**config.mk**
```make
export PLATFORM = sky130hd
export DESIGN_NAME = eptt_ctrl
export DESIGN_NICKNAME = d
export VERILOG_FILES = /design/src/design/eptt_pkg.sv /design/src/design/eptt_ctrl.sv
export SDC_FILE = /design/constraint.sdc
export NUM_CORES = 1
export LEC_CHECK = 0
export ABC_AREA = 1
export BUFFER_PORTS_ARGS = -buffer_cell sky130_fd_sc_hd__buf_2
export CORE_AREA = 2 2 39 41
export DETAILED_ROUTE_END_ITERATION = 7
export DIE_AREA = 0 0 41 43
export SLEW_MARGIN = 20
export SYNTH_ARGS = -nofsm -noshare
export SYNTH_HDL_FRONTEND = slang
export SYNTH_SLANG_ARGS = --single-unit
export TNS_END_PERCENT = 50
```
**constraint.sdc**
```tcl
create_clock -name clk_i -period 1.8 [get_ports clk_i]
set_input_delay 0 -clock clk_i [delete_from_list [all_inputs] [get_ports clk_i]]
set_output_delay 0 -clock clk_i [all_outputs]
set_load 0.02 [all_outputs]
```
**src/design/eptt_pkg.sv**
```systemverilog
// Package with the shared types and constants of the epoch page tracking table.
package eptt_pkg;
  localparam int unsigned TableEntriesDef  = 1024;
  localparam int unsigned DefaultWindowDef = 64;
  localparam int unsigned PageShiftDef     = 12;
  localparam int unsigned AddrWidthDef     = 48;
  localparam int unsigned EpochWidthDef    = 32;
  localparam logic [10:0] ThresholdReset   = 11'd512;

  typedef enum logic [1:0] {
    StHit   = 2'd0,
    StFill  = 2'd1,
    StGrow  = 2'd2,
    StDrop  = 2'd3
  } status_e;

  typedef enum logic [3:0] {
    SClear, SIdle, SSwRd, SSwChk, SSwEnd, SSeRd, SSeChk, SDecide, SOut
  } state_e;

  // Commands from the controller to the datapath.
  typedef struct packed {
    logic clear_en;    // write entry at index as empty
    logic idx_zero;
    logic idx_inc;
    logic load_item;
    logic rd_en;
    logic sweep_chk;   // evaluate the entry read for the sweep
    logic sweep_end;   // apply the window halving
    logic search_chk;  // evaluate the entry read for the search
    logic decide;      // write the hit, fill or grow entry, produce the result
  } ctrl_t;

  // Status from the datapath to the controller.
  typedef struct packed {
    logic idx_last_clear;
    logic idx_at_span;
    logic need_sweep;
    logic found;
  } stat_t;
endpackage

```
**src/design/eptt_ctrl.sv**
```systemverilog
// Controller state machine of the epoch page tracking table.
module eptt_ctrl import eptt_pkg::*; (
  input  logic  clk_i,
  input  logic  rst_ni,
  input  logic  in_valid,
  output logic  in_stall,
  output logic  out_valid,
  input  logic  out_stall,
  output logic  cfg_ready,
  input  stat_t stat_i,
  output ctrl_t ctrl_o
);
  state_e state_q, state_d;

  always_ff @(posedge clk_i or negedge rst_ni) begin
    if (!rst_ni) begin
      state_q <= SClear;
    end else begin
      state_q <= state_d;
    end
  end

  // Next state and commands.
  always_comb begin
    state_d   = state_q;
    ctrl_o    = '0;
    in_stall  = 1'b1;
    out_valid = 1'b0;
    cfg_ready = 1'b0;
    case (state_q)
      SClear: begin
        ctrl_o.clear_en = 1'b1;
        ctrl_o.idx_inc  = 1'b1;
        cfg_ready       = 1'b1;
        if (stat_i.idx_last_clear) begin
          ctrl_o.idx_inc  = 1'b0;
          ctrl_o.idx_zero = 1'b1;
          state_d         = SIdle;
        end
      end
      SIdle: begin
        in_stall  = 1'b0;
        cfg_ready = !in_valid;
        if (in_valid) begin
          ctrl_o.load_item = 1'b1;
          ctrl_o.idx_zero  = 1'b1;
          state_d          = SSwRd;
        end
      end
      SSwRd: begin
        if (!stat_i.need_sweep) begin
          state_d = SSeRd;
        end else if (stat_i.idx_at_span) begin
          state_d = SSwEnd;
        end else begin
          ctrl_o.rd_en = 1'b1;
          state_d      = SSwChk;
        end
      end
      SSwChk: begin
        ctrl_o.sweep_chk = 1'b1;
        ctrl_o.idx_inc   = 1'b1;
        state_d          = SSwRd;
      end
      SSwEnd: begin
        ctrl_o.sweep_end = 1'b1;
        ctrl_o.idx_zero  = 1'b1;
        state_d          = SSeRd;
      end
      SSeRd: begin
        if (stat_i.idx_at_span) begin
          state_d = SDecide;
        end else begin
          ctrl_o.rd_en = 1'b1;
          state_d      = SSeChk;
        end
      end
      SSeChk: begin
        ctrl_o.search_chk = 1'b1;
        if (stat_i.found) begin
          state_d = SDecide;
        end else begin
          ctrl_o.idx_inc = 1'b1;
          state_d        = SSeRd;
        end
      end
      SDecide: begin
        ctrl_o.decide = 1'b1;
        state_d       = SOut;
      end
      SOut: begin
        out_valid = 1'b1;
        if (!out_stall) begin
          state_d = SIdle;
        end
      end
      default: state_d = SIdle;
    endcase
  end
endmodule

```
# After elaboration in Yosys (flattened, before gate mapping)
# Index checks and enable logic that the tools add are counted.
dict set report totals {
  reg_bits 4
  in_bits 8
  out_inout_bits 12
  elab_cells 40
}
dict set report op_classes {
  n_eq_ne 11
  mux 25
  n_reduce_logical 3
}
# cell count
set op_table {}
lappend op_table {{one-hot mux 4 bit (9 select lines)} 1}
lappend op_table {{equality test 4 x 3 -> 1 bit (second input constant)} 4}
lappend op_table {{two-way mux 4 bit} 4}
lappend op_table {{two-way mux 1 bit} 13}
lappend op_table {{equality test 4 x 2 -> 1 bit (second input constant)} 2}
lappend op_table {{!= test 2 bit (second input constant)} 3}
lappend op_table {{one-hot mux 1 bit (3 select lines)} 2}
lappend op_table {{equality test 4 x 1 -> 1 bit (second input constant)} 1}
lappend op_table {{equality test 4 bit (second input constant)} 1}
lappend op_table {{zero test 4 bit} 1}
lappend op_table {{two-way mux 2 bit} 2}
lappend op_table {{one-hot mux 1 bit (2 select lines)} 2}
lappend op_table {{two-way mux 3 bit} 1}
lappend op_table {{AND reduction 3 bit} 1}
lappend op_table {{zero test 1 bit} 1}

# Longest topological paths before layout
# Gate-level depths: netlist of the first run.
dict set report logic_depth {
  depth_word 3
  ltp_mapped 7
  ltp_nobuf 7
}

# Worst setup path before layout of the first run
# OpenSTA, ideal clock, no wires.
dict set report synth_timing {
  kind {register -> output}
  from {reg state_q[0]}
  to {out ctrl_o[7] (netlist name)}
  t_arrival_ns 1.265
  required_ns 1.800
  setup_slack_ns 0.535
  stages_incl_launch_ff 6
  path_buffers 0
  cell_sequence {dfrtp_1 > nor2_2 > inv_1 > nor2_1 > nand2_1 > o211ai_1}
}
# element line_no
set synth_rtl {}
lappend synth_rtl {{start: declaration} eptt_ctrl.sv:13} ;# state_e state_q, state_d;
lappend synth_rtl {{start signal: assignment} eptt_ctrl.sv:17} ;# state_q <= SClear;
lappend synth_rtl {{start signal: assignment} eptt_ctrl.sv:19} ;# state_q <= state_d;
lappend synth_rtl {{end: declaration} eptt_ctrl.sv:11} ;# output ctrl_t ctrl_o

==> summary.txt, run 1 <==
largest net degree at the start of global routing - 8
power share of the sequential group - 19.2%
clock network fraction of design power - 11.8%
Fmax - 0.719 GHz
drt pass-1 iters - 4
CP Class - reg -> out
NumNets Final - 100
ratio of cells with drive above 1 in the final layout - 34.4%
setup TNS - 0 ns
die area - 0.00176 mm²
post-synthesis xor/xnor area fraction - 0%
Detail Route Antenna Nets - 0
worst setup margin - 0.409 ns
outcome - complete, no violations
fill count - 152
vias after detailed routing - 466
Die W - 41 µm
CTS tree - built
CTS Root Cell - clkbuf_4
total setup buffers inserted after CTS - 0
vias in the first global route - 401
worst vdd ir - 0.512 mV
reg2reg path depth - 7
Clock Skews - 0.00802 ns
Biggest register - state_q
final setup violation count - 0
register area share after synthesis - 26.0%
Slew @ Worst Pin - 0.254 ns
worst rel slew slack - 83.0%
design internal power - 0.429 mW
final wirelength - 967 µm
fin cells - 106
RSZ-0062 raised after global routing - false
Data arrival, critical path - 1.39 ns
wire per inst - 9.12 µm
LEAKAGE - 0.336 nW
Core Area - 0.00138 mm²
largest registers - state_q: 4 flops
DRC errors left - 0
post-synthesis mux area share - 0%
mapped cell area - 385 µm²
Period minus WS final - 1.39 ns
Distinct cells, synth - 14
pins over their slew limit - 0
power share of the combinational group - 69.0%
drt initial violations - 7
GP Congestion - 0.894
Mapped Cells - 67
Synth Area in Adders - 0%
vias per cell - 4.40
startpoint types - flip-flop
Total GRT Usage - 14.5%
Avg Inst Size Synth - 5.75 µm²
worst endpoint required time - 1.80 ns
Clock Latency Late Sink - 0.24 ns
global route total overflow - 0
syn_nets - 75
Power Density - 1850 mW/mm²
simple-gate share of the synthesized area - 50.6%
TritonCTS Sinks - 4
Hold Vio Cnt, Final - 0
period utilization - 77.3%
complex-gate fraction of the synthesized area - 10.7%
ANT cells - 0
H-Tree Depth - 1
initial antenna violation count - 0
switching share of power - 56.4%
cell row count - 14
Placed Area - 500 µm²
main combinational cell family by area after synthesis - simple AND/OR/NAND/NOR gates
type of destination of the critical path - output pin
MaxCap Viol Count - 0
post-route design area - 533 µm²
Placed Instances - 102
clk slew on worst S/H paths - 0.04 ns
worst min path class - in -> reg
Syn. warnings - 0
Initial Utilization - 27.8%
NetSw - 0.555 mW
pre-CTS WS - 0.655 ns
global-route wire length before repair - 1610 µm
Synth Register Bits - 4
Largest register FFs - 4
crit-path max FO - 6
Port-buffer cells - 19
synthesis-to-finish area growth - 38.3%
Clock Tree Buf Depth - 2
Die H - 43 µm
Top Ports - 20
CTS buffer count - 3
hpwl dp - 785 µm
hold depth - 4
## per-stage QoR
| stage | utilization (%) | hold WS, ns | power, mW |
|---|---|---|---|
| 5_1_grt | 38.5 | 0.103 | 1.09 |
| 3_5_place_dp | 36.2 | -0.189 | 0.872 |
| 2_1_floorplan | - | -0.296 | 0.687 |
| 6_report | 38.5 | 0.0786 | 0.984 |
| 4_1_cts | 38.5 | 0.0705 | 0.995 |
| 3_3_place_gp | 36.2 | -0.195 | 0.880 |
## logic make-up after synthesis
logic type	after synthesis
compound gates	7
simple gates	43
flops	4
buf+inv	13
## area by class of cell
type	instances	area, µm²	area share (%)
Tap cell	16	20.0	3.76
Clock buffer	3	22.5	4.23
Inverter	13	48.8	9.15
Timing Repair Buffer	20	105	19.7
Sequential cell	4	100	18.8
Multi-Input combinational cell	50	236	44.4
## worst max-delay path, cell delays in order, from the launching register on
cell	delay, ns
dfrtp_1	0.46
inv_1	0.08
nor2_2	0.15
nand2_1	0.11
o211ai_1	0.16
buf_2	0.19
## synth_stat cells
library cell	n	area, µm²
nand2_1	21	78.8
inv_1	11	41.3
nor2_1	9	33.8
nand3_1	6	30.0
nor2_2	5	31.3
dfrtp_1	4	100
a21oi_1	2	10.0
inv_2	2	7.51
o21ai_0	2	10.0
nand3_2	1	10.0
nor2_4	1	11.3
o211ai_1	1	7.51
o21ai_1	1	5.00
o221ai_1	1	8.76
## routing by layer
metal	wire length, µm	vias to the layer above	GRT usage [%]
li1	-	252	-
met1	394	203	15.9
met2	522	9	21.3
met3	30	2	3.14
met4	20	0	14.0
met5	0	-	0
## power by group through the flow
stage / Combinational (mW) / Clock (mW) / Sequential (mW)
after floorplan: 0.508 / 0 / 0.179
after global placement: 0.695 / 0 / 0.185
after detailed placement: 0.682 / 0 / 0.189
after CTS: 0.686 / 0.120 / 0.188
after global routing: 0.763 / 0.126 / 0.196
final: 0.679 / 0.116 / 0.189
## layout by cell type (no fill, tap or decap), drive strengths merged
cell,n
inv,13
buf,19
dfrtp,4
dlygate4sd3,1
o211ai,1
o221ai,1
clkbuf,3
nor2,15
nand3,7
a21oi,2
o21ai,3
nand2,21
## what timing repair did
action                    4_1_cts  5_1_grt
resized for setup               0        0
hold endpoints to repair        4        0
hold buffers                    1        0
## final timing paths
check,start,endpoint,slack [ns]
max,state_q[0],ctrl_o[7],0.41
min,in_valid,state_q[0],0.08
max reg2reg,state_q[0],state_q[0],0.67
min reg2reg,state_q[1],state_q[0],0.66
max in group asynchronous,rst_ni,state_q[3],1.57
min in group asynchronous,rst_ni,state_q[1],0.10
No activity file was read; power rests on OpenSTA's default activity.
==> inputs of run 2 (changes only) <==
--- a/config.mk
+++ b/config.mk
@@ -5,7 +5,7 @@
 export SDC_FILE = /design/constraint.sdc
 export NUM_CORES = 1
 export LEC_CHECK = 0
-export ABC_AREA = 1
+export ABC_AREA = 0
 export BUFFER_PORTS_ARGS = -buffer_cell sky130_fd_sc_hd__buf_2
 export CORE_AREA = 2 2 39 41
 export DETAILED_ROUTE_END_ITERATION = 7
==> constraint.sdc (replaced) <==
create_clock -name clk_i -period 1.3 [get_ports clk_i]
set_input_delay 0 -clock clk_i [delete_from_list [all_inputs] [get_ports clk_i]]
set_output_delay 0 -clock clk_i [all_outputs]
set_load 0.02 [all_outputs]
==> summary.txt, run 2 <==
CTS tree - built
final wirelength - 1220 µm (+27%)
Die W - 41 µm (unchanged)
syn_nets - 60 (-20%)
r2r endpoint - state_q[0]
Initial Utilization - 29.5% (+1.6 points)
Largest register FFs - 4 (unchanged)
power share of the sequential group - 14.4% (-4.8 points)
synthesis-to-finish area growth - 85.3%
MaxCap Viol Count - 0 (unchanged)
Critical Path Sink - ctrl_o[4]
CTS Root Cell - clkbuf_4
Post-synth top cells - 5 x nand2_1, 5 x nor2_1, 4 x a21oi_1, 4 x dfrtp_1, 4 x nor3_1
Worst path max stage delay - 0.39 ns (-0.07 ns)
area of the multi-input gates - 325 µm² (+38%)
cells along the critical path - buf_4 -> nor4bb_2 -> a21oi_1 -> nor3_1 -> buf_2
CP max-delay cell - dfrtp_2
startpoint types - flip-flop
DRC errors left - 0 (unchanged)
Top Ports - 20 (unchanged)
outcome - finished, violations left
drt pass-1 iters - 4 (unchanged)
ratio of cells with drive above 1 in the final layout - 61.6% (+27 points)
Mapped Cells - 52 (-22%)
H-Tree Depth - 1 (unchanged)
vias in the first global route - 436 (+8.7%)
vias per cell - 4.93 (+12%)
design internal power - 1.19 mW (+180%)
worst endpoint required time - 1.30 ns (-0.50 ns)
post-synth top area share - 24.5% (-1.4 points)
Data arrival, critical path - 1.40 ns (about the same)
Clock Latency Late Sink - 0.24 ns (about the same)
final setup violation count - 3 (+3)
Avg Inst Size Synth - 7.84 µm² (+36%)
GP Congestion - 0.722 (-19%)
worst min path class - in -> reg
global route total overflow - 0 (unchanged)
RSZ-0062 raised after global routing - true
worst rel slew slack - 82.6% (-0.44 points)
Area contributors post-synth - dfrtp_1 25%, buf_4 5.5%, o21a_1 5.5%
commonest non-fill, non-tap cell in the layout - buf_4
predominant post-synthesis flop cell - dfrtp_1
worst setup margin - -0.0968 ns (-0.506 ns)
vias after detailed routing - 503 (+7.9%)
cell row count - 14 (unchanged)
Die H - 43 µm (unchanged)
clock network fraction of design power - 7.3% (-4.5 points)
Slew @ Worst Pin - 0.261 ns (+0.00681 ns)
EDFF count, synth - 0 (unchanged)
global-route wire length before repair - 1820 µm (+13%)
setup TNS - -0.207 ns (-0.207 ns)
drt initial violations - 1 (-6)
CTS buffer count - 3 (unchanged)
ANT cells - 0 (unchanged)
power share of the combinational group - 78.3% (+9.3 points)
Synth Register Bits - 4 (unchanged)
largest net degree at the start of global routing - 9 (+1)
clk slew on worst S/H paths - 0.04 ns (about the same)
Detail Route Antenna Nets - 0 (unchanged)
Placed Area - 539 µm² (+7.7%)
reg2reg path depth - 5 (-2)
asr flop ratio synth - 100% (unchanged)
area leader, netlist - dfrtp_1
Clock Skews - 0.00112 ns (-0.00690 ns)
LEAKAGE - 0.344 nW (+2.5%)
post-route design area - 756 µm² (+42%)
wire per inst - 12.0 µm (+32%)
Period minus WS final - 1.40 ns
commonest non-fill, non-tap cells in the layout - 15 x buf_4, 12 x buf_2, 9 x buf_6
TritonCTS Sinks - 4 (unchanged)
Biggest register - state_q
worst vdd ir - 1.19 mV (+130%)
fill count - 126 (-17%)
initial antenna violation count - 0 (unchanged)
Total GRT Usage - 15.3% (+0.77 points)
largest registers - state_q: 4 flops
switching share of power - 44.5% (-12 points)
CP startpoint - state_q[1]
mapped cell area - 408 µm² (+5.8%)
Hold Vio Cnt, Final - 0 (unchanged)
Power Density - 2830 mW/mm² (+53%)
type of destination of the critical path - output pin
register area share after synthesis - 24.5% (-1.4 points)
Port-buffer cells - 19 (unchanged)
pins over their slew limit - 0 (unchanged)
storage element area - 104 µm² (+3.8%)
Distinct cells, synth - 23 (+9)
Clock Tree Buf Depth - 2 (unchanged)
crit-path max FO - 8 (+2)
failing checks - negative setup slack
Placed Instances - 87 (-15%)
NetSw - 0.951 mW (+71%)
Core Area - 0.00138 mm² (unchanged)
pre-CTS WS - 0.0261 ns (-0.629 ns)
period utilization - 107%
Syn. warnings - 0 (unchanged)
fin cells - 102 (-3.8%)
flop2flop setup slack - 0.02 ns (-0.65 ns)
die area - 0.00176 mm² (unchanged)
CP Class - reg -> out
NumNets Final - 96 (-4.0%)
hpwl dp - 762 µm (-2.9%)
Fmax - 0.716 GHz
reg2reg start - state_q[2]
## run 2: power groups by stage
stage	Sequential, mW	Clock, mW	Combinational, mW
6_report	0.307	0.156	1.67
5_1_grt	0.317	0.175	1.81
4_1_cts	0.298	0.163	1.58
3_5_place_dp	0.358	0	1.08
3_3_place_gp	0.352	0	1.07
2_1_floorplan	0.221	0	0.924
## run 2: logic make-up after synthesis
logic type | synth area share, %
and+or+nand+nor | 38.3
buffers and inverters | 9.20
AOI/OAI and AO/OA | 27.9
DFF | 24.5
## run 2: per-layer routing
layer	wire length (µm)	GRT usage [%]	up-vias
li1	-	-	256
met4	0	2.00	0
met5	0	0	-
met3	82	7.85	0
met2	624	24.7	19
met1	517	17.7	228
## run 2: how the worst min path moves through the flow
stage	startpoint	endpoint	slack [ns]	depth (start not counted)
floorplan	rst_ni	state_q[0]	-0.30	0
global placement	rst_ni	state_q[1]	-0.19	1
detailed placement	rst_ni	state_q[2]	-0.19	1
CTS	out_stall	state_q[3]	0.001	3
global route	out_stall	state_q[0]	0.04	3
finish	out_stall	state_q[3]	0.03	3
## run 2: what timing repair did
item                                   in CTS  in global routing
gates resized for setup                    21                 12
hold buffers                                1                  0
setup endpoints to repair                  12                 12
endpoints found under the hold margin       4                  0
buffers inserted                           11                  0
pin swaps                                   4                  4
## run 2: final cells by class
| type | count | share of cell area [%] |
|---|---|---|
| multi-input combinational | 42 | 43.0 |
| timing repair buffer | 37 | 37.6 |
| sequential | 4 | 13.7 |
| clock buffer | 3 | 2.98 |
| tap | 16 | 2.65 |
## run 2: worst max-delay path: cells and delay by family (launching register included)
kind | cells | cell delay (ns)
buf+inv | 2 | 0.36
compound gates | 1 | 0.06
flops | 1 | 0.39
simple gates | 2 | 0.34
## run 2: per-stage QoR
stage	hold slack [ns]	power, mW	util, %
final	0.0327	2.14	54.6
after global routing	0.0423	2.30	54.6
after CTS	0.00140	2.04	51.4
after detailed placement	-0.194	1.44	39.0
after global placement	-0.192	1.42	39.0
after floorplan	-0.296	1.14	-
